`src/rtl/core/framebuffer_line_rasterizer_unit_macros.svh`:
```
// Assertion macros shared by the framebuffer line rasterizer.
`ifndef FRAMEBUFFER_LINE_RASTERIZER_UNIT_MACROS_SVH
`define FRAMEBUFFER_LINE_RASTERIZER_UNIT_MACROS_SVH

// The condition must hold in the same cycle as the trigger.
`define FLR_ASSERT_NOW(label, ante, cons, msg) \
	label: assert property (@(posedge clk) disable iff (!arst_n) (ante) |-> (cons)) \
		else $error(msg);

// The condition must hold in the cycle after the trigger.
`define FLR_ASSERT_NEXT(label, ante, cons, msg) \
	label: assert property (@(posedge clk) disable iff (!arst_n) (ante) |=> (cons)) \
		else $error(msg);

`endif

```
`src/rtl/core/flr_pkg.sv`:
```
package flr_pkg;

	localparam int SCREEN_WIDTH_DEF  = 128;
	localparam int SCREEN_HEIGHT_DEF = 64;

	localparam int COORD_W     = 12;
	localparam int IN_DATA_W   = 64;
	localparam int IN_USER_W   = 3;
	localparam int OUT_DATA_W  = 8;
	localparam int QUEUE_DEPTH = 2;
	localparam int QPTR_W      = $clog2(QUEUE_DEPTH);

	localparam logic [IN_USER_W-1:0] REQ_SET_PIXEL = 3'd0;
	localparam logic [IN_USER_W-1:0] REQ_DRAW_LINE = 3'd1;
	localparam logic [IN_USER_W-1:0] REQ_CLEAR     = 3'd2;
	localparam logic [IN_USER_W-1:0] REQ_SWAP      = 3'd3;
	localparam logic [IN_USER_W-1:0] REQ_READ      = 3'd4;

	typedef enum logic [2:0] {
		OP_PIXEL,
		OP_LINE,
		OP_CLEAR,
		OP_SWAP,
		OP_READ,
		OP_NONE
	} op_t;

	typedef struct packed {
		op_t                        op;
		logic signed [COORD_W-1:0]  x0;
		logic signed [COORD_W-1:0]  y0;
		logic signed [COORD_W-1:0]  x1;
		logic signed [COORD_W-1:0]  y1;
		logic [COORD_W-1:0]         adx;
		logic [COORD_W-1:0]         ady;
		logic                       sx_neg;
		logic                       sy_neg;
		logic [6:0]                 rd_col;
		logic [2:0]                 rd_page;
		logic                       rd_ok;
	} cmd_t;

endpackage

```
`src/rtl/core/flr_queue.sv`:
```
module flr_queue import flr_pkg::*; (
	input  logic clk,
	input  logic arst_n,
	input  logic push,
	input  cmd_t cmd,
	output logic q_full,
	input  logic pop,
	output logic head_valid,
	output cmd_t head
);

	cmd_t              ent_q [QUEUE_DEPTH];
	logic [QPTR_W-1:0] wr_ptr_q;
	logic [QPTR_W-1:0] rd_ptr_q;
	logic [QPTR_W:0]   cnt_q;

	assign q_full     = (cnt_q == (QPTR_W+1)'(QUEUE_DEPTH));
	assign head_valid = (cnt_q != '0);
	assign head       = ent_q[rd_ptr_q];

	always_ff @(posedge clk or negedge arst_n) begin
		if (!arst_n) begin
			wr_ptr_q <= '0;
			rd_ptr_q <= '0;
			cnt_q    <= '0;
		end else begin
			if (push) begin
				wr_ptr_q <= wr_ptr_q + 1'b1;
			end
			if (pop) begin
				rd_ptr_q <= rd_ptr_q + 1'b1;
			end
			if (push && !pop) begin
				cnt_q <= cnt_q + 1'b1;
			end else if (pop && !push) begin
				cnt_q <= cnt_q - 1'b1;
			end
		end
	end

	always_ff @(posedge clk) begin
		if (push) begin
			ent_q[wr_ptr_q] <= cmd;
		end
	end

endmodule

```
`config.mk`:
```
export PLATFORM = sky130hd
export DESIGN_NAME = flr_queue
export DESIGN_NICKNAME = d
export VERILOG_FILES = /design/src/rtl/core/framebuffer_line_rasterizer_unit_macros.svh /design/src/rtl/core/flr_pkg.sv /design/src/rtl/core/flr_queue.sv
export SDC_FILE = /design/constraint.sdc
export NUM_CORES = 1
export LEC_CHECK = 0
export ABC_AREA = 1
export BUFFER_PORTS_ARGS = -buffer_cell sky130_fd_sc_hd__buf_2
export CAP_MARGIN = 20
export CORE_MARGIN = 2
export CORE_UTILIZATION = 56
export CTS_CLUSTER_DIAMETER = 200
export CTS_CLUSTER_SIZE = 20
export DETAILED_ROUTE_END_ITERATION = 10
export GPL_ROUTABILITY_DRIVEN = 0
export GPL_TIMING_DRIVEN = 0
export PLACE_DENSITY = 0.95
export SLEW_MARGIN = 20
export SYNTH_ARGS = -nofsm -noshare
export SYNTH_HDL_FRONTEND = slang
export SYNTH_SLANG_ARGS = --single-unit
```
`constraint.sdc`:
```
create_clock -name clk -period 9.03 [get_ports clk]
set_input_delay 0.4515 -clock clk [delete_from_list [all_inputs] [get_ports clk]]
set_output_delay 0.4515 -clock clk [all_outputs]
set_load 0.03 [all_outputs]
```
# Word level (Yosys, flattened, before mapping)
# Memories as Yosys holds them, arrays and structs flattened.
# Cells that the tools add are included.
[word_totals]
ram_bits = 176
elab_cells = 19
reg_bits = 4
out_inout_bits = 90
n_memories = 1
input_bits = 92
[mem_list]
columns = ["name", "words", "word_bits", "rd", "rd_clocked_by_memory_dff", "write_ports", "line", "rtl"]
rows = [
  ["ent_q", 2, 88, 1, 0, 1, "flr_queue.sv:12", "cmd_t ent_q [QUEUE_DEPTH];"],
]
[classes]
n_reduce_logical = 6
n_eq_ne = 1
addsub = 4
mux = 4
[ops]
columns = ["operator", "n"]
rows = [
  ["2-to-1 mux 2 bit", 2],
  ["nonzero test 2 bit", 2],
  ["adder 1 bit, second input constant", 2],
  ["adder 2 x 1 -> 2 bit, second input constant", 1],
  ["== test 2 bit, second input constant", 1],
  ["logical AND 1 bit", 2],
  ["zero test 1 bit", 2],
  ["2-to-1 mux 1 bit", 2],
  ["subtractor 2 x 1 -> 2 bit, second input constant", 1],
]

# Longest topological paths before layout
# Gate-level depths: netlist of run 1.
[depth]
ltp_word = 4
ltp_mapped = 7

# Worst setup path before layout of run 1
# OpenSTA, ideal clock, no wires.
[synth_timing]
kind = "input port to flip-flop"
from = "input port push"
to = "memory ent_q[0][0] (netlist bit) (enable)"
slack_ns = 4.316
t_arrival_ns = 4.177
path_buffers = 0
required_ns = 8.493
stages = 2
cell_sequence = "inv_1 nor2_1"
[synth_between]
elab_chain_len = 2
[synth_rtl]
columns = ["element", "line", "rtl"]
rows = [
  ["start, declared", "flr_queue.sv:4", "input logic push,"],
  ["2-to-1 mux 1 bit", "flr_queue.sv:42", "if (push) begin"],
  ["2-to-1 mux 1 bit (implied by the code)", "flr_queue.sv:43", "ent_q[wr_ptr_q] <= cmd;"],
  ["end, declared", "flr_queue.sv:12", ""],
]
# Every way passes these cells.

==> results.py, run 1 <==
metrics = {
    "worst_setup_path": {
        "critPathLaunchType": "register",
        "number_of_cells_on_the_critical_path": 5,
        "cp_cell_sequence": "buf_6 -> buf_6 -> buf_6 -> mux2_4 -> buf_2",
        "critPathSlowestCell": "sky130_fd_sc_hd__dfrtp_1",
        "reg2regPathDepth": 3,
        "critical_path.n_buffers_inverters": 4,
        "crit_fanout": 10,
        "crit_family": "buffers and inverters",
        "crit_top_cell": "sky130_fd_sc_hd__buf_6",
        "worstPathRequired_ns": 8.58,
        "timing.setup.critical_path_class": "reg -> out",
        "worst-endpoint-arrival_ns": 1.76,
        "critPathCaptureType": "primary output",
        "timing.critical_path.slowest_cell_delay_ns": 0.34,
    },
    "global_routing": {
        "grt.overflow.total": 0,
        "first_pass_grt_wire_length_um": 18300,
        "grt_pass1_vias": 3756,
        "grt_start_max_net_pins": 51,
        "global_route.usage.met2_pct": 33.5,
        "grt_use_met3_pct": 5.40,
        "grt.met1_usage_pct": 22.2,
        "gr-usage-all-layers_pct": 19.2,
        "busiest_layer": "met2",
        "antenna_found_initial": 0,
    },
    "flow_run": {
        "max_cap_violations": 0,
    },
    "cts": {
        "ctsHoldBuffers": 1,
        "cts_setup_buffers": 0,
        "clock_tree.root_cell": "sky130_fd_sc_hd__clkbuf_16",
        "cts_tree": "built",
        "clock_latency_of_the_later_clocked_register_in_the_worst_skew_pair_ns": 0.41,
        "cts_buffers": 17,
        "clk_pin_slew_ns": 0.06,
        "h-tree-depth": 4,
        "deepest_clock_path_buffer_count": 2,
        "tritoncts_num_sinks": 180,
        "post_cts_resize_count": 0,
    },
    "timing": {
        "finalSetupViolCount": 0,
        "hold_viol": 0,
        "max_slew.worst_pin.slew_ns": 0.674,
        "setup_repair_after_global_routing_missed_its_margin": "no",
        "min_period_over_period_pct": 24.5,
        "final.min_clock_period_ns": 2.22,
        "max-slew-margin-rel_pct": 55.1,
        "finClkSkew_ns": 0.00391,
        "tns_ns": 0,
        "fmaxAchievable_ghz": 0.451,
        "finalMaxSlewViolations": 0,
    },
    "place": {
        "placed_cells": 627,
        "place.port_buffers": 181,
        "hpwlAfterDp_um": 8130,
    },
    "floorplan": {
        "boundaryPins": 182,
        "die-width_um": 112,
        "floorplan.initialDensity_pct": 57.5,
        "row_count": 39,
        "die_footprint_mm2": 0.0126,
        "dieHeight_um": 112,
        "core_region_area_mm2": 0.0115,
    },
    "drt": {
        "drc": 0,
        "dr.pass1.iters": 4,
        "antenna_violating_nets_post_route": 0,
        "via_count": 3391,
        "vias_per_cell": 5.14,
        "wirelength_um": 11800,
        "avgRoutedWirePerCell_um": 17.8,
        "drt_iter0_markers": 227,
    },
    "logic_synthesis": {
        "netlist_instances": 299,
        "yosysWarnings": 0,
        "post_synthesis_cell_area_mm2": 0.00659,
        "synthDistinctLibCells": 14,
        "syn-mean-instance-area_um2": 22.0,
        "seq_area_frac_synth_pct": 81.7,
        "postSynthNetCount": 392,
        "postSynthRegisterBits": 180,
    },
    "final_layout": {
        "drive_above_1_share_pct": 60.0,
        "finalNonFillerCells": 660,
        "finalNetCount": 597,
        "flow.area_growth_from_synthesis_pct": 27.2,
        "n_antenna_cell": 0,
    },
    "min_path": {
        "holdPathStages": 1,
        "min-delay-path-class": "in -> reg",
    },
    "outcome": {
        "run_status": "completed",
    },
    "power_and_ir_drop": {
        "power_per_cell_area_mw_per_mm2": 348,
        "leakagePower_nw": 3.25,
        "ir_drop_mv": 0.205,
    },
}
[cells in the final DEF (no fill, tap or decap)]
cell type and n:
sky130_fd_sc_hd__clkbuf_16 17, sky130_fd_sc_hd__nand3_1 1, sky130_fd_sc_hd__dlygate4sd3_1 1, sky130_fd_sc_hd__inv_1 6, sky130_fd_sc_hd__dfrtp_1 4, sky130_fd_sc_hd__buf_16 1
sky130_fd_sc_hd__nor2_4 1, sky130_fd_sc_hd__buf_6 3, sky130_fd_sc_hd__clkbuf_1 3, sky130_fd_sc_hd__clkinv_4 1, sky130_fd_sc_hd__nand4_1 1, sky130_fd_sc_hd__bufinv_16 4
sky130_fd_sc_hd__edfxtp_1 176, sky130_fd_sc_hd__nand2_1 6, sky130_fd_sc_hd__clkinvlp_4 1, sky130_fd_sc_hd__mux2_2 78, sky130_fd_sc_hd__mux2_4 10, sky130_fd_sc_hd__inv_4 1
sky130_fd_sc_hd__xnor2_1 1, sky130_fd_sc_hd__nor2_1 1, sky130_fd_sc_hd__buf_2 188, sky130_fd_sc_hd__buf_12 3, sky130_fd_sc_hd__ha_1 1, sky130_fd_sc_hd__clkinv_1 4
sky130_fd_sc_hd__clkinv_2 2, sky130_fd_sc_hd__xor2_1 2
[report_power, final]
group	internal, mW	switching, mW	total (mW)
Sequential	1.11	0.0404	1.15
Clock	0.459	0.278	0.737
Combinational	0.369	0.659	1.03
Total	1.94	0.977	2.91
[synthesized netlist by cell type]
cell | count | area [µm²]
sky130_fd_sc_hd__nand3_1 | 1 | 5.00
sky130_fd_sc_hd__edfxtp_1 | 176 | 5290
sky130_fd_sc_hd__buf_2 | 7 | 35.0
sky130_fd_sc_hd__nand4_1 | 1 | 6.26
sky130_fd_sc_hd__xor2_1 | 2 | 17.5
sky130_fd_sc_hd__mux2_4 | 10 | 150
sky130_fd_sc_hd__buf_6 | 3 | 33.8
sky130_fd_sc_hd__xnor2_1 | 1 | 8.76
sky130_fd_sc_hd__inv_1 | 7 | 26.3
sky130_fd_sc_hd__ha_1 | 1 | 12.5
sky130_fd_sc_hd__dfrtp_1 | 4 | 100
sky130_fd_sc_hd__nor2_1 | 2 | 7.51
sky130_fd_sc_hd__nand2_1 | 6 | 22.5
sky130_fd_sc_hd__mux2_2 | 78 | 878
[cells by family (layout without fill, tap and decap cells)]
kind of cell,after synthesis,in the layout,synth area share [%]
mux,88,88,15.6
fa+ha+maj,1,1,0.190
buf+inv,17,235,1.44
flops,180,180,81.7
xor+xnor,3,3,0.399
simple gates,10,10,0.627
[path summary, 6_finish.rpt]
check | slack [ns] | to | startpoint
worst min register to register | 0.47 | cnt_q[1] | cnt_q[1]
min in group asynchronous | 0.39 | cnt_q[1] | arst_n
max in group asynchronous | 8.51 | rd_ptr_q | arst_n
worst max-delay path | 6.81 | head[48] | rd_ptr_q
worst max register to register | 7.29 | ent_q[1][32] | wr_ptr_q
worst min-delay path | 0.23 | ent_q[0][20] | cmd[20]
[layout make-up]
cell class	instances	area [µm²]
well taps	143	179
repair buffers	186	1000
inverters	7	28.8
fillers	691	3090
flip-flops and latches	180	5390
clock buffers	20	437
plain buffers	10	68.8
clock inverters	12	161
multi-input cells	102	1120
[sequential cells by signal, indices dropped and copies added, names as in the netlist]
signal	cells
ent_q	176
wr_ptr_q	1
rd_ptr_q	1
cnt_q	2
[metrics by stage]
stage | hold slack [ns] | total power [mW] | setup WS, ns | util, % | cell area [µm²]
after global placement | 0.257 | 2.17 | 2.50 | 66.9 | 7670
after CTS | 0.208 | 2.94 | 6.77 | 73.1 | 8380
after detailed placement | 0.264 | 2.20 | 7.16 | 67.8 | 7770
after floorplan | 0.156 | 1.92 | 4.32 | - | 6590
final | 0.229 | 2.91 | 6.81 | 73.1 | 8380
after global routing | 0.213 | 3.03 | 6.75 | 73.1 | 8380
[per-layer routing]
metal | part of all wire, % | up-vias
met3 | 6.0 | 20
met1 | 39 | 1662
met5 | 0 | -
li1 | - | 1578
met2 | 53 | 131
met4 | 2.1 | 0
(Power assumes the default switching activity.)
==> run 2: changes to the inputs <==
Settings changed: CORE_UTILIZATION 56 to 52, PLACE_DENSITY 0.95 to 0.91.
Clock period 9.03 ns to 2.3 ns, I/O delays scaled along.
==> results.py, run 2 (synthesis gave the netlist of run 1 again) <==
metrics = {
    "timing": {
        "setup_repair_after_global_routing_missed_its_margin": "no",
        "finClkSkew_ns": 0.00510,
        "min_period_over_period_pct": 81.8,
        "max-slew-margin-rel_pct": 62.0,
        "finalMaxSlewViolations": 0,
        "finalSetupViolCount": 0,
        "fmaxAchievable_ghz": 0.532,
        "hold_ws_ns": 0.0441,
        "timing.final.ws_setup_ns": 0.419,
        "max_slew.worst_pin.slew_ns": 0.568,
        "hold_viol": 0,
        "tns_ns": 0,
        "final.min_clock_period_ns": 1.88,
    },
    "final_layout": {
        "flow.area_growth_from_synthesis_pct": 41.8,
        "most_common_library_cell_in_the_layout_ignoring_fill_and_taps": "sky130_fd_sc_hd__buf_2",
        "seq_area_mm2": 0.00539,
        "drive_above_1_share_pct": 51.5,
        "largest-register": "ent_q",
        "reg.largest.list": "ent_q: 176 flops, cnt_q: 2 flops",
        "n_antenna_cell": 0,
        "multiInputGateArea_mm2": 0.00112,
        "fillers": 724,
        "finalNetCount": 689,
        "layout.cells.most_common_list": "188 x sky130_fd_sc_hd__buf_2, 176 x sky130_fd_sc_hd__edfxtp_1, 91 x sky130_fd_sc_hd__dlygate4sd3_1, 78 x sky130_fd_sc_hd__mux2_2, 17 x sky130_fd_sc_hd__clkbuf_16",
        "finalNonFillerCells": 780,
        "largest_register_ff_count": 176,
    },
    "floorplan": {
        "die_footprint_mm2": 0.0136,
        "floorplan.initialDensity_pct": 52.6,
        "core_region_area_mm2": 0.0125,
        "die-width_um": 117,
        "row_count": 41,
        "dieHeight_um": 117,
        "boundaryPins": 182,
    },
    "cts": {
        "clk_pin_slew_ns": 0.06,
        "tritoncts_num_sinks": 180,
        "clock_latency_of_the_later_clocked_register_in_the_worst_skew_pair_ns": 0.41,
        "clock_tree.root_cell": "sky130_fd_sc_hd__clkbuf_16",
        "post_cts_resize_count": 0,
        "deepest_clock_path_buffer_count": 2,
        "cts_tree": "built",
        "h-tree-depth": 4,
        "cts_buffers": 17,
    },
    "drt": {
        "antenna_violating_nets_post_route": 0,
        "via_count": 3788,
        "vias_per_cell": 4.86,
        "dr.pass1.iters": 5,
        "wirelength_um": 13900,
        "drc": 0,
        "drt_iter0_markers": 230,
        "avgRoutedWirePerCell_um": 17.8,
    },
    "global_routing": {
        "first_pass_grt_wire_length_um": 20300,
        "grt_pass1_vias": 4115,
        "grt.overflow.total": 0,
        "grt_start_max_net_pins": 28,
        "antenna_found_initial": 0,
        "gr-usage-all-layers_pct": 20.7,
    },
    "outcome": {
        "run_status": "completed",
    },
    "place": {
        "preCtsSetupSlack_ns": 0.604,
        "place.port_buffers": 181,
        "placed_cells": 658,
        "hpwlAfterDp_um": 8200,
    },
    "worst_setup_path": {
        "worst-endpoint-arrival_ns": 1.77,
        "timing.setup.critical_path_class": "reg -> out",
        "reg2regPathDepth": 4,
        "worstPathRequired_ns": 2.18,
        "critPathLaunchType": "register",
        "crit_fanout": 10,
        "crit-reg2reg-capture": "ent_q[1][75]",
        "critPathCaptureType": "primary output",
        "worst-r2r-setup-slack_ns": 0.59,
        "reg2reg_from": "wr_ptr_q",
    },
    "flow_run": {
        "max_cap_violations": 0,
    },
    "power_and_ir_drop": {
        "pwr-share-clk_pct": 24.2,
        "power_per_cell_area_mw_per_mm2": 1240,
        "leakagePower_nw": 3.63,
        "power_report.internal_total_mw": 7.63,
        "total_switching_power_mw": 3.97,
        "ir_drop_mv": 0.787,
        "pwr-share-seq_pct": 38.9,
        "switching_share_pct": 34.2,
        "power.share.combinational_pct": 36.9,
    },
    "min_path": {
        "min-delay-path-class": "in -> async",
    },
}
-- run 2: layout make-up --
type	count	area share, %
inverter	7	0.322
clock buffer	20	4.68
timing repair buffer	278	20.9
sequential	180	57.7
multi-input combinational	102	11.9
buffer	10	0.737
tap	172	2.30
clock inverter	11	1.46
-- run 2: power by group through the flow --
stage | Combinational (mW) | Sequential, mW | Clock [mW]
5_1_grt | 4.51 | 4.56 | 2.97
2_1_floorplan | 2.96 | 4.54 | 0
4_1_cts | 4.27 | 4.51 | 2.84
6_report | 4.28 | 4.52 | 2.80
3_3_place_gp | 3.90 | 4.57 | 0
3_5_place_dp | 4.13 | 4.58 | 0
-- run 2: worst max path at each step --
stage                     cells past startpoint      from  slack, ns            to
after detailed placement                      3  wr_ptr_q       0.60  ent_q[0][68]
after floorplan                               2  wr_ptr_q       0.11   ent_q[1][0]
final                                         4  rd_ptr_q       0.42       head[7]
after CTS                                     4  rd_ptr_q       0.39       head[7]
after global placement                        2  wr_ptr_q      -0.50  ent_q[1][68]
after global routing                          4  rd_ptr_q       0.35      head[70]
-- run 2: worst max-delay path: stages, from the launching register on --
cell and delay [ns]:
sky130_fd_sc_hd__dfrtp_1 0.34, sky130_fd_sc_hd__buf_6 0.15, sky130_fd_sc_hd__buf_2 0.29, sky130_fd_sc_hd__mux2_2 0.38
sky130_fd_sc_hd__buf_2 0.19
-- run 2: routing by layer --
| metal | global-route usage [%] | wire, µm |
|---|---|---|
| met5 | 0 | 0 |
| met4 | 9.33 | 287 |
| met3 | 5.19 | 744 |
| met2 | 39.9 | 7960 |
| met1 | 20.7 | 4920 |
-- run 2: through the flow --
stage                     util (%)  power (mW)  area [µm²]
after floorplan                  -        7.50        6600
after global placement        61.7        8.47        7720
after detailed placement      62.8        8.70        7860
after CTS                     74.6        11.6        9340
after global routing          74.6        12.0        9340
final                         74.6        11.6        9340
-- run 2: what timing repair did --
action | CTS | global route
buffers inserted | 0 | 0
hold buffers | 91 | 0
endpoints found under the hold margin | 182 | 0
==> run 3: changes to the inputs <==
Settings changed: CORE_UTILIZATION 52 to 47, PLACE_DENSITY 0.91 to 0.88.
Clock period 2.3 ns to 1.5 ns, I/O delays scaled along.
==> results.py, run 3 (synthesis gave the netlist of run 1 again) <==
metrics = {
    "drt": {
        "via_count": 3922,
        "avgRoutedWirePerCell_um": 18.2,
        "dr.pass1.iters": 4,
        "vias_per_cell": 4.93,
        "drt_iter0_markers": 220,
        "wirelength_um": 14500,
        "drc": 0,
        "antenna_violating_nets_post_route": 0,
    },
    "cts": {
        "h-tree-depth": 4,
        "clk_pin_slew_ns": 0.07,
        "tritoncts_num_sinks": 180,
        "clock_latency_of_the_later_clocked_register_in_the_worst_skew_pair_ns": 0.42,
        "cts_tree": "built",
        "clock_tree.root_cell": "sky130_fd_sc_hd__clkbuf_16",
        "deepest_clock_path_buffer_count": 2,
        "cts_buffers": 17,
    },
    "floorplan": {
        "dieHeight_um": 122,
        "floorplan.initialDensity_pct": 47.8,
        "core_region_area_mm2": 0.0138,
        "die-width_um": 122,
        "boundaryPins": 182,
        "row_count": 43,
        "die_footprint_mm2": 0.0150,
    },
    "final_layout": {
        "most_common_library_cell_in_the_layout_ignoring_fill_and_taps": "sky130_fd_sc_hd__edfxtp_1",
        "finalNetCount": 697,
        "largest_register_ff_count": 176,
        "reg.largest.list": "ent_q: 176 flops, cnt_q: 2 flops",
        "layout.core_utilization_pct": 69.8,
        "drive_above_1_share_pct": 52.1,
        "layout.cells.most_common_list": "176 x sky130_fd_sc_hd__edfxtp_1, 162 x sky130_fd_sc_hd__buf_2, 92 x sky130_fd_sc_hd__dlygate4sd3_1, 69 x sky130_fd_sc_hd__mux2_2, 20 x sky130_fd_sc_hd__buf_6",
        "n_antenna_cell": 0,
        "finalNonFillerCells": 796,
        "largest-register": "ent_q",
        "flow.area_growth_from_synthesis_pct": 45.9,
    },
    "timing": {
        "final.min_clock_period_ns": 1.76,
        "min_period_over_period_pct": 117,
        "finalSetupViolCount": 88,
        "fmaxAchievable_ghz": 0.568,
        "max-slew-margin-rel_pct": 57.8,
        "finClkSkew_ns": 0.0127,
        "hold_ws_ns": 0.380,
        "max_slew.worst_pin.slew_ns": 0.632,
        "setup_repair_after_global_routing_missed_its_margin": "yes",
        "finalMaxSlewViolations": 0,
        "hold_viol": 0,
        "timing.final.ws_setup_ns": -0.261,
        "tns_ns": -20.00,
    },
    "worst_setup_path": {
        "crit_top_cell": "sky130_fd_sc_hd__buf_6",
        "crit_family": "buffers and inverters",
        "timing.setup.critical_path_class": "reg -> out",
        "critical_path.n_buffers_inverters": 4,
        "cp_cell_sequence": "buf_6 -> buf_12 -> clkbuf_16 -> mux2_4 -> buf_6",
        "timing.critical_path.slowest_cell_delay_ns": 0.37,
        "critPathSlowestCell": "sky130_fd_sc_hd__dfrtp_1",
        "critPathLaunchType": "register",
        "critPathCaptureType": "primary output",
        "worst-endpoint-arrival_ns": 1.69,
        "worstPathRequired_ns": 1.42,
        "crit_fanout": 8,
    },
    "place": {
        "placed_cells": 665,
        "hpwlAfterDp_um": 8200,
        "place.port_buffers": 181,
        "preCtsSetupSlack_ns": -0.405,
    },
    "power_and_ir_drop": {
        "leakagePower_nw": 3.76,
        "ir_drop_mv": 1.21,
        "power_per_cell_area_mw_per_mm2": 1920,
    },
    "flow_run": {
        "max_cap_violations": 0,
    },
    "global_routing": {
        "grt_start_max_net_pins": 34,
        "grt_pass1_vias": 4282,
        "gr-usage-all-layers_pct": 19.4,
        "first_pass_grt_wire_length_um": 21400,
        "antenna_found_initial": 0,
        "grt.overflow.total": 0,
    },
    "min_path": {
        "min-delay-path-class": "in -> reg",
    },
    "outcome": {
        "violations_in_the_final_reports": "negative setup slack",
        "run_status": "finished, violations left",
    },
}
run 3: report_power, final:
group          switching [mW]  leakage, nW  total (mW)  internal, mW
registers               0.268         1.70        6.93          6.67
clock network            1.74        0.268        4.16          2.42
logic                    4.29         1.79        7.35          3.07
total                    6.29         3.76        18.4          12.2
run 3: final cells by class:
type | count | area [µm²]
buffer | 10 | 104
clock buffer | 20 | 437
clock inverter | 11 | 113
fill | 861 | 4160
inverter | 7 | 30.0
multi-input combinational | 103 | 1160
sequential | 180 | 5390
tap | 180 | 225
timing repair buffer | 284 | 2150
timing repair inverter | 1 | 7.51
run 3: final timing paths:
kind | start | slack, ns | to | cells after the start
max in group asynchronous | arst_n | 0.75 | cnt_q[1] | 3
hold reg to reg | cnt_q[1] | 0.51 | cnt_q[1] | 2
hold / removal | cmd[66] | 0.38 | ent_q[1][66] | 2
min in group asynchronous | arst_n | 0.56 | cnt_q[0] | 3
setup reg to reg | wr_ptr_q | 0.09 | ent_q[1][11] | 3
setup / recovery | rd_ptr_q | -0.26 | head[57] | 5
run 3: layer usage:
metal  share of wire, %  track usage [%]  up-vias
li1                   -                -     1785
met1                 37             20.7     1947
met5                  0                0        -
met3                5.7             5.72       38
met2                 54             35.2      152
met4                2.9             9.05        0
run 3: timing repair:
| action | in CTS | in global routing |
|---|---|---|
| endpoints found under the setup margin | 245 | 88 |
| endpoints found under the hold margin | 182 | 0 |
| resized for setup | 50 | 9 |
| buffers inserted | 2 | 3 |
| hold buffers | 92 | 0 |
| gates cloned | 2 | 1 |
| pin swaps | 1 | 0 |
run 3: stage by stage:
step                total power, mW  cell area (µm²)
global placement               13.0             7730
floorplan                      11.5             6600
finish                         18.4             9610
CTS                            18.1             9490
global route                   19.2             9610
detailed placement             13.3             7840
run 3: worst reg2reg max path, stage by stage (launching register included):
cell                         delay [ns]
sky130_fd_sc_hd__dfrtp_1           0.49
sky130_fd_sc_hd__nand2_2           0.16
sky130_fd_sc_hd__clkinvlp_4        0.17
sky130_fd_sc_hd__buf_4             0.26
