`config.mk`:
```
export PLATFORM = sky130hd
export DESIGN_NAME = flr_front
export DESIGN_NICKNAME = d
export VERILOG_FILES = /design/src/rtl/core/framebuffer_line_rasterizer_unit_macros.svh /design/src/rtl/core/flr_pkg.sv /design/src/rtl/core/flr_front.sv
export SDC_FILE = /design/constraint.sdc
export NUM_CORES = 1
export LEC_CHECK = 0
export ABC_AREA = 0
export BUFFER_PORTS_ARGS = -buffer_cell sky130_fd_sc_hd__buf_2
export CAP_MARGIN = 40
export CORE_UTILIZATION = 44
export DETAILED_ROUTE_END_ITERATION = 8
export PLACE_DENSITY_LB_ADDON = 0.15
export SLEW_MARGIN = 40
export SYNTH_ARGS = -nofsm -noshare
export SYNTH_HDL_FRONTEND = slang
export SYNTH_SLANG_ARGS = --single-unit
```
`constraint.sdc`:
```
create_clock -name vclk -period 3.9
set_input_delay 0.585 -clock vclk [all_inputs]
set_output_delay 0.585 -clock vclk [all_outputs]
set_load 0.005 [all_outputs]
```
`src/rtl/core/framebuffer_line_rasterizer_unit_macros.svh`:
```
// Assertion macros shared by the framebuffer line rasterizer.
`ifndef FRAMEBUFFER_LINE_RASTERIZER_UNIT_MACROS_SVH
`define FRAMEBUFFER_LINE_RASTERIZER_UNIT_MACROS_SVH

// The condition must hold in the same cycle as the trigger.
`define FLR_ASSERT_NOW(label, ante, cons, msg) \
	label: assert property (@(posedge clk) disable iff (!arst_n) (ante) |-> (cons)) \
		else $error(msg);

// The condition must hold in the cycle after the trigger.
`define FLR_ASSERT_NEXT(label, ante, cons, msg) \
	label: assert property (@(posedge clk) disable iff (!arst_n) (ante) |=> (cons)) \
		else $error(msg);

`endif

```
`src/rtl/core/flr_pkg.sv`:
```
package flr_pkg;

	localparam int SCREEN_WIDTH_DEF  = 128;
	localparam int SCREEN_HEIGHT_DEF = 64;

	localparam int COORD_W     = 12;
	localparam int IN_DATA_W   = 64;
	localparam int IN_USER_W   = 3;
	localparam int OUT_DATA_W  = 8;
	localparam int QUEUE_DEPTH = 2;
	localparam int QPTR_W      = $clog2(QUEUE_DEPTH);

	localparam logic [IN_USER_W-1:0] REQ_SET_PIXEL = 3'd0;
	localparam logic [IN_USER_W-1:0] REQ_DRAW_LINE = 3'd1;
	localparam logic [IN_USER_W-1:0] REQ_CLEAR     = 3'd2;
	localparam logic [IN_USER_W-1:0] REQ_SWAP      = 3'd3;
	localparam logic [IN_USER_W-1:0] REQ_READ      = 3'd4;

	typedef enum logic [2:0] {
		OP_PIXEL,
		OP_LINE,
		OP_CLEAR,
		OP_SWAP,
		OP_READ,
		OP_NONE
	} op_t;

	typedef struct packed {
		op_t                        op;
		logic signed [COORD_W-1:0]  x0;
		logic signed [COORD_W-1:0]  y0;
		logic signed [COORD_W-1:0]  x1;
		logic signed [COORD_W-1:0]  y1;
		logic [COORD_W-1:0]         adx;
		logic [COORD_W-1:0]         ady;
		logic                       sx_neg;
		logic                       sy_neg;
		logic [6:0]                 rd_col;
		logic [2:0]                 rd_page;
		logic                       rd_ok;
	} cmd_t;

endpackage

```
`src/rtl/core/flr_front.sv`:
```
module flr_front import flr_pkg::*; #(
	parameter int SCREEN_WIDTH  = SCREEN_WIDTH_DEF,
	parameter int SCREEN_HEIGHT = SCREEN_HEIGHT_DEF
) (
	input  logic                 s_tvalid,
	output logic                 s_tready,
	input  logic [IN_DATA_W-1:0] s_tdata,
	input  logic [IN_USER_W-1:0] s_tuser,
	input  logic                 init_done,
	input  logic                 q_full,
	output logic                 push,
	output cmd_t                 cmd
);

	localparam int PAGE_COUNT = (SCREEN_HEIGHT + 7) / 8;

	logic signed [COORD_W:0] dx;
	logic signed [COORD_W:0] dy;
	logic signed [COORD_W:0] ndx;
	logic signed [COORD_W:0] ndy;

	assign s_tready = init_done && !q_full;
	assign push     = s_tvalid && s_tready;

	always_comb begin
		cmd.x0      = s_tdata[11:0];
		cmd.y0      = s_tdata[23:12];
		cmd.x1      = s_tdata[35:24];
		cmd.y1      = s_tdata[47:36];
		cmd.rd_col  = s_tdata[54:48];
		cmd.rd_page = s_tdata[57:55];

		dx  = {cmd.x1[COORD_W-1], cmd.x1} - {cmd.x0[COORD_W-1], cmd.x0};
		dy  = {cmd.y1[COORD_W-1], cmd.y1} - {cmd.y0[COORD_W-1], cmd.y0};
		ndx = -dx;
		ndy = -dy;
		cmd.sx_neg = dx[COORD_W];
		cmd.sy_neg = dy[COORD_W];
		cmd.adx    = dx[COORD_W] ? ndx[COORD_W-1:0] : dx[COORD_W-1:0];
		cmd.ady    = dy[COORD_W] ? ndy[COORD_W-1:0] : dy[COORD_W-1:0];

		cmd.rd_ok = (int'(cmd.rd_col) < SCREEN_WIDTH) && (int'(cmd.rd_page) < PAGE_COUNT);

		unique case (s_tuser)
			REQ_SET_PIXEL: cmd.op = OP_PIXEL;
			REQ_DRAW_LINE: cmd.op = OP_LINE;
			REQ_CLEAR:     cmd.op = OP_CLEAR;
			REQ_SWAP:      cmd.op = OP_SWAP;
			REQ_READ:      cmd.op = OP_READ;
			default:       cmd.op = OP_NONE;
		endcase
	end

endmodule

```
# Word-level counts from Yosys, hierarchy flattened
# Index checks and enable logic that the tools add are counted.
# op_classes
eq_ne,4
magnitude_cmp,0
n_mux,3
n_shift,0
reduce_logical,4
n_mul,0
add_sub_neg,4
bitwise,0
n_div,0
# ops
op,n
$sub A12 B12 Y13,2
$mux W12,2
$neg A12 Y12,2
$pmux W3 S5,1
$eq A3 B2 Y1 const B,2
$eq A3 B1 Y1 const B,1
$eq A3 B3 Y1 const B,1
$logic_not A3 Y1,1
$logic_and A1 B1 Y1,2
$logic_not A1 Y1,1
# word_totals
latchBits,0
mem_bits_ro,0
word_cells,15
out_inout_bits,90
inputBits,70
mem_count,0
reg_bits,0
mem_bits_rw,0

# Depth between registers and ports, before layout
# Gate-level depths: netlist of run 1.
# depth
ltp_word,3
depth_mapped,11
ltp_nobuf,10

# Worst setup path after synthesis of run 1
# No wires, ideal clock.
# synth_path
kind,input-to-output
from,in s_tdata[24]
to,out cmd[35] (netlist bit)
setup_slack_ps,633
arrival_ps,2682
path_buffers,0
cell_stages,10
required_ps,3315
path_cell_list,inv_1 ha_1 fa_1 nand2b_1 a21oi_1 o221ai_1 o311ai_4 nand4_1 o31ai_1 xnor2_1
# synth_rtl
element,line_no,source
"start, declared",flr_front.sv:7,"input logic [IN_DATA_W-1:0] s_tdata,"
"end, declared",flr_front.sv:12,output cmd_t cmd

==> results of run 1 <==
power groups by stage:
| stage | combinational [mW] | sequential, mW | clock [mW] |
|---|---|---|---|
| 5_1_grt | 0.575 | 0 | 0 |
| 2_1_floorplan | 0.377 | 0 | 0 |
| 3_3_place_gp | 0.510 | 0 | 0 |
| 6_report | 0.511 | 0 | 0 |
| 4_1_cts | 0.518 | 0 | 0 |
| 3_5_place_dp | 0.515 | 0 | 0 |
area by class of cell:
type | count | area, µm² | share of cell area
well taps | 67 | 83.8 | 0.0330
repair buffers | 135 | 681 | 0.268
multi-input cells | 217 | 1650 | 0.651
inverters | 32 | 120 | 0.0473
stage by stage:
step | power (mW) | instance area [µm²]
final | 0.511 | 2540
after global routing | 0.575 | 2540
after CTS | 0.518 | 2540
after detailed placement | 0.515 | 2540
after global placement | 0.510 | 2540
after floorplan | 0.377 | 2230
critical path, cell delays in order:
cell                       delay, ns
sky130_fd_sc_hd__buf_2          0.10
sky130_fd_sc_hd__ha_1           0.23
sky130_fd_sc_hd__fa_1           0.40
sky130_fd_sc_hd__nand2b_1       0.19
sky130_fd_sc_hd__a211oi_1       0.31
sky130_fd_sc_hd__o221a_2        0.26
sky130_fd_sc_hd__o21ai_0        0.07
sky130_fd_sc_hd__a22o_1         0.33
sky130_fd_sc_hd__a21bo_2        0.25
sky130_fd_sc_hd__xor2_1         0.14
sky130_fd_sc_hd__buf_2          0.13
logic make-up after synthesis:
group,Yosys count,share of synthesized area
mux,1,0.00448
buf+inv,95,0.260
xor+xnor,34,0.133
other cells,1,0.00168
simple gates,83,0.189
fa+ha+maj,28,0.164
compound gates,70,0.248
routing by layer:
metal,vias up,GRT usage,wire [µm]
met5,-,0,0
met4,0,0.00436,2
met3,2,0.00276,168
met2,55,0.325,2450
met1,986,0.173,1880
li1,1171,-,-
cell usage after synthesis (2+ instances only):
cell | instances | area [µm²]
sky130_fd_sc_hd__buf_4 | 59 | 443
sky130_fd_sc_hd__inv_1 | 32 | 120
sky130_fd_sc_hd__ha_1 | 26 | 325
sky130_fd_sc_hd__nand2_1 | 25 | 93.8
sky130_fd_sc_hd__xnor2_1 | 23 | 201
sky130_fd_sc_hd__a21oi_1 | 20 | 100
sky130_fd_sc_hd__o21ai_0 | 13 | 65.1
sky130_fd_sc_hd__nor2_1 | 12 | 45.0
sky130_fd_sc_hd__xor2_1 | 11 | 96.3
sky130_fd_sc_hd__nand3_1 | 9 | 45.0
sky130_fd_sc_hd__a21o_1 | 8 | 60.1
sky130_fd_sc_hd__nor3_1 | 8 | 40.0
sky130_fd_sc_hd__nor2b_1 | 7 | 43.8
sky130_fd_sc_hd__nand4_1 | 6 | 37.5
sky130_fd_sc_hd__a211oi_1 | 3 | 22.5
sky130_fd_sc_hd__and2_1 | 3 | 18.8
sky130_fd_sc_hd__clkbuf_1 | 3 | 11.3
sky130_fd_sc_hd__a221oi_2 | 2 | 30.0
sky130_fd_sc_hd__and3_1 | 2 | 12.5
sky130_fd_sc_hd__fa_1 | 2 | 40.0
sky130_fd_sc_hd__nand2b_1 | 2 | 12.5
sky130_fd_sc_hd__o2111ai_1 | 2 | 17.5
sky130_fd_sc_hd__o211a_1 | 2 | 20.0
sky130_fd_sc_hd__o211ai_1 | 2 | 15.0
sky130_fd_sc_hd__o21a_1 | 2 | 15.0
sky130_fd_sc_hd__or3_1 | 2 | 12.5
worst max-delay path by stage:
stage	slack, ns	start	cells past startpoint	endpoint
detailed placement	0.27	s_tdata[12]	11	cmd[19]
global route	0.12	s_tdata[12]	11	cmd[19]
global placement	0.29	s_tdata[12]	11	cmd[19]
finish	0.31	s_tdata[12]	11	cmd[19]
floorplan	0.63	s_tdata[24]	10	cmd[35]
CTS	0.27	s_tdata[12]	11	cmd[19]
==> impl_results.html, run 1 <==
<table>
<tr><th>Metric</th><th>Value</th></tr>
<tr><th colspan="2">Timing</th></tr>
<tr><td>Slew Viols, Final</td><td>0</td></tr>
<tr><td>Post-route worst hold slack</td><td>around 1.2 ns</td></tr>
<tr><td>Final period demand of the worst path</td><td>~3.6 ns</td></tr>
<tr><td>RSZ-0062 raised after global routing</td><td>no</td></tr>
<tr><td>Post-Route Setup TNS</td><td>0 ns</td></tr>
<tr><td>Final hold violation count</td><td>0</td></tr>
<tr><td>Least-Margin Pin Slew</td><td>0.540 ns</td></tr>
<tr><td>Setup Viol. Count Final</td><td>0</td></tr>
<tr><td>Remaining max-slew budget at the tightest pin</td><td>0.637</td></tr>
<tr><td>Part of the cycle the worst path needs</td><td>0.922</td></tr>
<tr><td>Fmax</td><td>around 280 MHz</td></tr>
<tr><td>Final Worst Setup Slack</td><td>roughly 0.31 ns</td></tr>
<tr><th colspan="2">GRT</th></tr>
<tr><td>Maximum number of pins on one net before global-route repair</td><td>14</td></tr>
<tr><td>Total congestion overflow after global routing</td><td>0</td></tr>
<tr><td>First-pass GRT wire length</td><td>just under 7000 µm</td></tr>
<tr><td>Antenna violations before repair</td><td>0</td></tr>
<tr><td>Via count of the first global-routing pass</td><td>1766</td></tr>
<tr><td>Gr usage total</td><td>0.153</td></tr>
<tr><th colspan="2">Synthesis</th></tr>
<tr><td>Total of warnings raised by yosys</td><td>0</td></tr>
<tr><td>Number of standard cells after synthesis</td><td>around 310</td></tr>
<tr><td>Number of different library cells in the post-synthesis netlist</td><td>52</td></tr>
<tr><td>Area of the mapped netlist</td><td>roughly 2200 µm²</td></tr>
<tr><td>Synth Area per Inst</td><td>7.15 µm²</td></tr>
<tr><td>Sequential area share after synthesis</td><td>0</td></tr>
<tr><td>Number of nets in the synthesized netlist</td><td>a little over 400</td></tr>
<tr><th colspan="2">Floorplan</th></tr>
<tr><td>Die H</td><td>between 70 and 80 µm</td></tr>
<tr><td>Horizontal die dimension</td><td>73.2 µm</td></tr>
<tr><td>Placeable Area</td><td>4820 µm²</td></tr>
<tr><td>Number of top-level design ports</td><td>160</td></tr>
<tr><td>DIE AREA</td><td>roughly 5400 µm²</td></tr>
<tr><td>Initial core utilization</td><td>0.463</td></tr>
<tr><td>Placement row count</td><td>25</td></tr>
<tr><th colspan="2">Placed design</th></tr>
<tr><td>Placed wire-length estimate</td><td>between 4000 and 5000 µm</td></tr>
<tr><td>Pre-CTS worst setup slack</td><td>between 0.2 and 0.3 ns</td></tr>
<tr><td>Final weighted congestion in routability-driven placement</td><td>approximately 0.8</td></tr>
<tr><td># port buffers</td><td>between 100 and 150</td></tr>
<tr><td>Placed Instances</td><td>around 450</td></tr>
<tr><th colspan="2">Drt</th></tr>
<tr><td>Vias</td><td>around 2200</td></tr>
<tr><td>Wirelength, routed</td><td>~4500 µm</td></tr>
<tr><td>Post-detailed-route wirelength per cell</td><td>9.98 µm</td></tr>
<tr><td>Starting DRT DRC Count</td><td>between 40 and 50</td></tr>
<tr><td>Vias per inst</td><td>4.91</td></tr>
<tr><td>Post-DRT Antenna Nets</td><td>0</td></tr>
<tr><td>Count of unresolved DRC violations after routing</td><td>0</td></tr>
<tr><td>First-pass iteration count of the detailed router</td><td>4</td></tr>
<tr><th colspan="2">Final layout</th></tr>
<tr><td>Post-route core utilization</td><td>0.527</td></tr>
<tr><td>Count of inserted antenna diode cells</td><td>0</td></tr>
<tr><td>Most frequent cells in the layout</td><td>133 x sky130_fd_sc_hd__buf_2, 32 x sky130_fd_sc_hd__inv_1, 26 x sky130_fd_sc_hd__ha_1, 25 x sky130_fd_sc_hd__nand2_1, 23 x sky130_fd_sc_hd__xnor2_1</td></tr>
<tr><td>Seq cells</td><td>0</td></tr>
<tr><td>Layout cells sized above 1</td><td>0.385</td></tr>
<tr><td>Final Non-Filler Cells</td><td>roughly 450</td></tr>
<tr><td>CLK BUF</td><td>0</td></tr>
<tr><td>NumNets Final</td><td>just under 500</td></tr>
<tr><td>Flip-flop and latch area</td><td>0 µm²</td></tr>
<tr><td>Area Growth Syn to Fin</td><td>13.7%</td></tr>
<tr><td>Most frequent standard cell in the layout excluding fill and tap cells</td><td>sky130_fd_sc_hd__buf_2</td></tr>
<tr><td>Number of filler instances in the final layout</td><td>roughly 500</td></tr>
<tr><th colspan="2">CTS</th></tr>
<tr><td>Number of buffers inserted by hold repair at cts</td><td>0</td></tr>
<tr><td>Number of setup buffers added after CTS</td><td>0</td></tr>
<tr><td>Number of resized instances in the post-cts repair step</td><td>0</td></tr>
<tr><th colspan="2">Power and ir drop</th></tr>
<tr><td>Proportion of power drawn by combinational gates</td><td>1.000</td></tr>
<tr><td>Worst IR drop on VDD</td><td>0.0801 mV</td></tr>
<tr><td>Switching power summed over all nets</td><td>between 200 and 300 µW</td></tr>
<tr><td>Share of power burned in registers</td><td>0</td></tr>
<tr><td>Sw Share</td><td>0.518</td></tr>
<tr><td>Clock share of power</td><td>0</td></tr>
<tr><td>Internal Pwr Total</td><td>between 200 and 250 µW</td></tr>
<tr><td>Leak pwr</td><td>around 1.4 nW</td></tr>
<tr><td>Cell Pwr Density</td><td>approximately 200 nW/µm²</td></tr>
<tr><th colspan="2">Worst setup path</th></tr>
<tr><td>Worst Setup End Kind</td><td>output pin</td></tr>
<tr><td>Startpoint-to-endpoint class of the critical path</td><td>in -&gt; out</td></tr>
<tr><td>Critical Path Source Type</td><td>input pin</td></tr>
<tr><td>Highest net fanout along the worst path</td><td>13</td></tr>
<tr><td>Endpoint arrival time on the critical path</td><td>3.01 ns</td></tr>
<tr><td>Required time reported for the critical path endpoint</td><td>~3.3 ns</td></tr>
<tr><th colspan="2">Min path</th></tr>
<tr><td>Worst hold path type</td><td>in -&gt; out</td></tr>
<tr><td>Launch instance of the worst min-delay path</td><td>s_tdata[54]</td></tr>
<tr><td>Worst Hold End</td><td>cmd[10]</td></tr>
<tr><td>Instance count along the most critical hold path</td><td>0</td></tr>
<tr><th colspan="2">Job</th></tr>
<tr><td>Number of max-capacitance violations reported</td><td>0</td></tr>
<tr><th colspan="2">Outcome</th></tr>
<tr><td>Run status</td><td>finished clean</td></tr>
</table>
Note: power is estimated with default switching activity, not from simulation.
==> inputs of run 2 (changes only) <==
==> constraint.sdc (replaced) <==
create_clock -name vclk -period 3.9
set_input_delay 0.195 -clock vclk [all_inputs]
set_output_delay 0.195 -clock vclk [all_outputs]
set_load 0.005 [all_outputs]
==> run 2 against run 1 <==
Effect of this change:
- clock-buffer cell count is the same
- die area is the same
- wire length grew 0.82%
- combinational power is essentially flat
- core utilization shrank 0.31 points
- sequential share of layout area is the same
- first-iteration DRC count shrank 4.5%
- largest cell class unchanged
==> impl_results.html, run 2 (synthesis gave the netlist of run 1 again) <==
<table>
<tr><th>Metric</th><th>Value</th></tr>
<tr><th colspan="2">Power and ir drop</th></tr>
<tr><td>Sw Share</td><td>0.523</td></tr>
<tr><td>Switching power summed over all nets</td><td>around 270 µW</td></tr>
<tr><td>Power, Total</td><td>between 500 and 600 µW</td></tr>
<tr><td>Cell Pwr Density</td><td>slightly above 200 nW/µm²</td></tr>
<tr><td>Clock share of power</td><td>0</td></tr>
<tr><td>Worst IR drop on VDD</td><td>a little over 0.08 mV</td></tr>
<tr><td>Leak pwr</td><td>approximately 1.4 nW</td></tr>
<tr><td>Share of power burned in registers</td><td>0</td></tr>
<tr><td>Proportion of power drawn by combinational gates</td><td>1.000</td></tr>
<tr><td>Internal Pwr Total</td><td>between 200 and 250 µW</td></tr>
<tr><th colspan="2">Final layout</th></tr>
<tr><td>Final Non-Filler Cells</td><td>about 450</td></tr>
<tr><td>Count of inserted antenna diode cells</td><td>0</td></tr>
<tr><td>NumNets Final</td><td>482</td></tr>
<tr><td>Most frequent cells in the layout</td><td>133 x sky130_fd_sc_hd__buf_2, 32 x sky130_fd_sc_hd__inv_1, 26 x sky130_fd_sc_hd__ha_1, 25 x sky130_fd_sc_hd__nand2_1, 23 x sky130_fd_sc_hd__xnor2_1</td></tr>
<tr><td>Flip-flop and latch area</td><td>0 µm²</td></tr>
<tr><td>CLK BUF</td><td>0</td></tr>
<tr><td>Most frequent standard cell in the layout excluding fill and tap cells</td><td>sky130_fd_sc_hd__buf_2</td></tr>
<tr><td>Seq cells</td><td>0</td></tr>
<tr><td>Layout cells sized above 1</td><td>0.382</td></tr>
<tr><td>Fin area</td><td>about 2500 µm²</td></tr>
<tr><td>Area Growth Syn to Fin</td><td>13.0%</td></tr>
<tr><th colspan="2">Timing</th></tr>
<tr><td>Remaining max-slew budget at the tightest pin</td><td>0.647</td></tr>
<tr><td>Setup Viol. Count Final</td><td>0</td></tr>
<tr><td>Fmax</td><td>around 340 MHz</td></tr>
<tr><td>Part of the cycle the worst path needs</td><td>0.759</td></tr>
<tr><td>Final hold violation count</td><td>0</td></tr>
<tr><td>Final Worst Setup Slack</td><td>around 0.94 ns</td></tr>
<tr><td>Slew Viols, Final</td><td>0</td></tr>
<tr><td>Least-Margin Pin Slew</td><td>~0.53 ns</td></tr>
<tr><td>RSZ-0062 raised after global routing</td><td>no</td></tr>
<tr><td>Final period demand of the worst path</td><td>slightly below 3 ns</td></tr>
<tr><td>Post-Route Setup TNS</td><td>0 ns</td></tr>
<tr><th colspan="2">Drt</th></tr>
<tr><td>Vias per inst</td><td>between 4 and 5</td></tr>
<tr><td>Vias</td><td>2214</td></tr>
<tr><td>Count of unresolved DRC violations after routing</td><td>0</td></tr>
<tr><td>Post-DRT Antenna Nets</td><td>0</td></tr>
<tr><td>Starting DRT DRC Count</td><td>42</td></tr>
<tr><td>Post-detailed-route wirelength per cell</td><td>roughly 10 µm</td></tr>
<tr><td>First-pass iteration count of the detailed router</td><td>4</td></tr>
<tr><td>Wirelength, routed</td><td>about 4500 µm</td></tr>
<tr><th colspan="2">GRT</th></tr>
<tr><td>Total congestion overflow after global routing</td><td>0</td></tr>
<tr><td>Maximum number of pins on one net before global-route repair</td><td>14</td></tr>
<tr><td>First-pass GRT wire length</td><td>roughly 7000 µm</td></tr>
<tr><td>Gr usage total</td><td>0.156</td></tr>
<tr><td>Antenna violations before repair</td><td>0</td></tr>
<tr><td>Via count of the first global-routing pass</td><td>between 1500 and 2000</td></tr>
<tr><th colspan="2">Floorplan</th></tr>
<tr><td>DIE AREA</td><td>around 5400 µm²</td></tr>
<tr><td>Horizontal die dimension</td><td>between 70 and 80 µm</td></tr>
<tr><td>Die H</td><td>73.2 µm</td></tr>
<tr><td>Number of top-level design ports</td><td>between 150 and 200</td></tr>
<tr><td>Placeable Area</td><td>between 4000 and 5000 µm²</td></tr>
<tr><td>Initial core utilization</td><td>0.463</td></tr>
<tr><td>Placement row count</td><td>25</td></tr>
<tr><th colspan="2">Worst setup path</th></tr>
<tr><td>Highest net fanout along the worst path</td><td>4</td></tr>
<tr><td>Critical Path Source Type</td><td>input pin</td></tr>
<tr><td>Startpoint-to-endpoint class of the critical path</td><td>in -&gt; out</td></tr>
<tr><td>Largest stage delay on the critical path</td><td>approximately 0.42 ns</td></tr>
<tr><td>Crit path max-delay cell type</td><td>sky130_fd_sc_hd__fa_1</td></tr>
<tr><td>Cell type with the highest occurrence count on the critical path</td><td>sky130_fd_sc_hd__buf_2</td></tr>
<tr><td>Endpoint arrival time on the critical path</td><td>roughly 2.8 ns</td></tr>
<tr><td>CP Cell Sequence</td><td>buf_2 &gt; ha_1 &gt; fa_1 &gt; nand2b_1 &gt; a21oi_1 &gt; o221ai_1 &gt; o311ai_4 &gt; nand4_1 &gt; o31ai_1 &gt; xnor2_1 &gt; buf_2</td></tr>
<tr><td>Worst Setup End Kind</td><td>output pin</td></tr>
<tr><td>Required time reported for the critical path endpoint</td><td>roughly 3.7 ns</td></tr>
<tr><th colspan="2">CTS</th></tr>
<tr><td>Number of setup buffers added after CTS</td><td>0</td></tr>
<tr><td>Number of resized instances in the post-cts repair step</td><td>0</td></tr>
<tr><td>Number of buffers inserted by hold repair at cts</td><td>0</td></tr>
<tr><th colspan="2">Outcome</th></tr>
<tr><td>Run status</td><td>finished clean</td></tr>
<tr><th colspan="2">Min path</th></tr>
<tr><td>Worst hold path type</td><td>in -&gt; out</td></tr>
<tr><td>Instance count along the most critical hold path</td><td>0</td></tr>
<tr><th colspan="2">Placed design</th></tr>
<tr><td>Placed wire-length estimate</td><td>between 4000 and 5000 µm</td></tr>
<tr><td>Placed Instances</td><td>roughly 450</td></tr>
<tr><td>Final weighted congestion in routability-driven placement</td><td>around 0.81</td></tr>
<tr><td>Pre-CTS worst setup slack</td><td>around 0.9 ns</td></tr>
<tr><td>Placed instance area</td><td>2520 µm²</td></tr>
<tr><td># port buffers</td><td>between 100 and 150</td></tr>
<tr><th colspan="2">Job</th></tr>
<tr><td>Number of max-capacitance violations reported</td><td>0</td></tr>
</table>
[run 2: cell count changes in the layout (fill, tap and decap cells not counted), sizes merged]
cell,delta
buf,-2
[run 2: metal layers]
layer  share of wire  up-vias  GRT usage
li1                -     1167          -
met1            0.41      990      0.171
met2            0.55       55      0.335
met3           0.037        2    0.00414
met4         0.00044        0    0.00654
met5               0        -          0
[run 2: layout make-up]
class	count	area, µm²
Fill cell	528	2290
Multi-Input combinational cell	217	1650
Timing Repair Buffer	133	666
Inverter	32	120
Tap cell	67	83.8
[run 2: worst max-delay path, delay by kind of cell]
family                     cells  cell delay [ns]
AOI/OAI and AO/OA              4             1.15
adders and majority gates      2             0.68
and+or+nand+nor                2             0.35
buffers and inverters          2             0.23
xor gates and xnor gates       1             0.15
[run 2: worst paths after layout]
check / endpoint / start
setup / recovery: cmd[35] / s_tdata[0]
hold / removal: cmd[10] / s_tdata[54]
[run 2: power by group through the flow]
stage          Sequential [mW]  Clock (mW)  Combinational (mW)
2_1_floorplan                0           0               0.377
3_3_place_gp                 0           0               0.506
3_5_place_dp                 0           0               0.514
4_1_cts                      0           0               0.516
5_1_grt                      0           0               0.572
6_report                     0           0               0.510
[run 2: per-stage QoR]
stage	util	hold slack, ns
2_1_floorplan	-	0.420
5_1_grt	0.524	0.390
3_3_place_gp	0.524	0.390
4_1_cts	0.524	0.390
3_5_place_dp	0.524	0.390
6_report	0.524	0.390
==> inputs of run 3 (changes only) <==
- CORE_UTILIZATION: 44 -> 39
- clock period: 3.9 -> 2.6 ns (I/O delays scaled with it)
==> run 3 against run 2 <==
Effect of this change:
- design area grew 19%
- hold slack got worse by 0.13 ns
- core utilization rose by 2.1 points
- combinational power increased by 83%
- global-route usage down 0.44 points
- setup slack got worse by 0.90 ns
- sequential share of layout area did not move
- critical endpoint is now cmd[36]
==> impl_results.html, run 3 (synthesis gave the netlist of run 1 again) <==
<table>
<tr><th>Metric</th><th>Value</th></tr>
<tr><th colspan="2">Outcome</th></tr>
<tr><td>Run status</td><td>finished clean</td></tr>
<tr><th colspan="2">Final layout</th></tr>
<tr><td>CLK BUF</td><td>0</td></tr>
<tr><td>Flip-flop and latch area</td><td>0 µm²</td></tr>
<tr><td>Most frequent standard cell in the layout excluding fill and tap cells</td><td>sky130_fd_sc_hd__buf_2</td></tr>
<tr><td>Layout cells sized above 1</td><td>0.513</td></tr>
<tr><td>Count of inserted antenna diode cells</td><td>0</td></tr>
<tr><td>Fin area</td><td>3000 µm²</td></tr>
<tr><td>Most frequent cells in the layout</td><td>130 x sky130_fd_sc_hd__buf_2, 29 x sky130_fd_sc_hd__inv_1, 28 x sky130_fd_sc_hd__buf_4, 24 x sky130_fd_sc_hd__nand2_1, 21 x sky130_fd_sc_hd__xnor2_1</td></tr>
<tr><td>Multi-input gate area</td><td>approximately 1900 µm²</td></tr>
<tr><td>Area Growth Syn to Fin</td><td>34.4%</td></tr>
<tr><td>NumNets Final</td><td>~500</td></tr>
<tr><td>Seq cells</td><td>0</td></tr>
<tr><td>Post-route core utilization</td><td>0.545</td></tr>
<tr><td>Number of filler instances in the final layout</td><td>between 500 and 600</td></tr>
<tr><th colspan="2">GRT</th></tr>
<tr><td>Antenna violations before repair</td><td>0</td></tr>
<tr><td>Maximum number of pins on one net before global-route repair</td><td>12</td></tr>
<tr><td>Total congestion overflow after global routing</td><td>0</td></tr>
<tr><td>Gr usage total</td><td>0.151</td></tr>
<tr><td>Via count of the first global-routing pass</td><td>~1900</td></tr>
<tr><td>First-pass GRT wire length</td><td>~8000 µm</td></tr>
<tr><th colspan="2">Drt</th></tr>
<tr><td>Starting DRT DRC Count</td><td>between 40 and 50</td></tr>
<tr><td>Count of unresolved DRC violations after routing</td><td>0</td></tr>
<tr><td>Vias</td><td>~2300</td></tr>
<tr><td>Post-DRT Antenna Nets</td><td>0</td></tr>
<tr><td>Vias per inst</td><td>just under 5</td></tr>
<tr><td>Wirelength, routed</td><td>about 5200 µm</td></tr>
<tr><td>Post-detailed-route wirelength per cell</td><td>about 11 µm</td></tr>
<tr><td>First-pass iteration count of the detailed router</td><td>4</td></tr>
<tr><th colspan="2">Floorplan</th></tr>
<tr><td>Number of top-level design ports</td><td>160</td></tr>
<tr><td>Placement row count</td><td>27</td></tr>
<tr><td>Initial core utilization</td><td>0.405</td></tr>
<tr><td>DIE AREA</td><td>6030 µm²</td></tr>
<tr><td>Horizontal die dimension</td><td>77.7 µm</td></tr>
<tr><td>Die H</td><td>77.7 µm</td></tr>
<tr><td>Placeable Area</td><td>5510 µm²</td></tr>
<tr><th colspan="2">Timing</th></tr>
<tr><td>Fmax</td><td>390 MHz</td></tr>
<tr><td>RSZ-0062 raised after global routing</td><td>yes</td></tr>
<tr><td>Slew Viols, Final</td><td>0</td></tr>
<tr><td>Final hold violation count</td><td>0</td></tr>
<tr><td>Part of the cycle the worst path needs</td><td>0.985</td></tr>
<tr><td>Final Worst Setup Slack</td><td>~0.038 ns</td></tr>
<tr><td>Final period demand of the worst path</td><td>around 2.6 ns</td></tr>
<tr><td>Post-Route Setup TNS</td><td>0 ns</td></tr>
<tr><td>Setup Viol. Count Final</td><td>0</td></tr>
<tr><th colspan="2">Job</th></tr>
<tr><td>Number of max-capacitance violations reported</td><td>0</td></tr>
<tr><th colspan="2">Worst setup path</th></tr>
<tr><td>Worst Setup End Kind</td><td>output pin</td></tr>
<tr><td>Critical Path Source Type</td><td>input pin</td></tr>
<tr><td>Required time reported for the critical path endpoint</td><td>about 2.5 ns</td></tr>
<tr><td>Highest net fanout along the worst path</td><td>3</td></tr>
<tr><td>Endpoint arrival time on the critical path</td><td>~2.4 ns</td></tr>
<tr><td>Startpoint-to-endpoint class of the critical path</td><td>in -&gt; out</td></tr>
<tr><th colspan="2">Power and ir drop</th></tr>
<tr><td>Leak pwr</td><td>roughly 1.5 nW</td></tr>
<tr><td>Worst IR drop on VDD</td><td>0.138 mV</td></tr>
<tr><td>Power, Total</td><td>~930 µW</td></tr>
<tr><td>Cell Pwr Density</td><td>between 300 and 400 nW/µm²</td></tr>
<tr><th colspan="2">Min path</th></tr>
<tr><td>Worst hold path type</td><td>in -&gt; out</td></tr>
<tr><th colspan="2">Placed design</th></tr>
<tr><td>Final weighted congestion in routability-driven placement</td><td>~0.86</td></tr>
<tr><td># port buffers</td><td>between 100 and 150</td></tr>
<tr><td>Placed wire-length estimate</td><td>between 4000 and 5000 µm</td></tr>
<tr><td>Placed instance area</td><td>approximately 2700 µm²</td></tr>
<tr><td>Pre-CTS worst setup slack</td><td>-0.0679 ns</td></tr>
<tr><th colspan="2">CTS</th></tr>
<tr><td>Number of buffers inserted by hold repair at cts</td><td>0</td></tr>
</table>
==> run 3: critical path: stages <==
cell                        delay, ns
sky130_fd_sc_hd__buf_8           0.10
sky130_fd_sc_hd__inv_4           0.05
sky130_fd_sc_hd__ha_4            0.19
sky130_fd_sc_hd__nor2b_4         0.12
sky130_fd_sc_hd__o2111a_1        0.27
sky130_fd_sc_hd__or3_4           0.39
sky130_fd_sc_hd__a2111oi_4       0.38
sky130_fd_sc_hd__nand4_1         0.19
sky130_fd_sc_hd__a2111o_1        0.41
sky130_fd_sc_hd__nand2_1         0.08
sky130_fd_sc_hd__buf_2           0.11
==> run 3: worst paths after layout <==
check | slack (ns) | startpoint | cells after the start | to
setup / recovery | 0.04 | s_tdata[1] | 11 | cmd[36]
hold / removal | 0.26 | s_tdata[57] | 0 | cmd[3]
==> run 3: repair_timing <==
action                                  CTS  global route
setup buffers                             0             9
pin swaps                                 0            23
endpoints found under the setup margin    8            13
gates cloned                              0             0
resized for setup                         2            50
==> run 3: report_power, final <==
| part | switching (mW) | internal, mW | total (mW) |
|---|---|---|---|
| clock network | 0 | 0 | 0 |
| logic | 0.459 | 0.474 | 0.933 |
| registers | 0 | 0 | 0 |
==> run 3: layout make-up <==
| class | count | area share |
|---|---|---|
| multi-input combinational | 217 | 0.626 |
| timing repair buffer | 162 | 0.303 |
| inverter | 32 | 0.0409 |
| tap | 72 | 0.0300 |
==> run 3: metal layers <==
metal  track usage  routed length [µm]
met1         0.179                2100
met2         0.313                2940
met3       0.00235                 204
met4             0                   0
met5             0                   0
==> run 3: metrics by stage <==
step                hold slack, ns  instances
global placement             0.260        474
detailed placement           0.260        474
CTS                          0.260        474
global route                 0.260        483
floorplan                    0.290        312
finish                       0.260        483
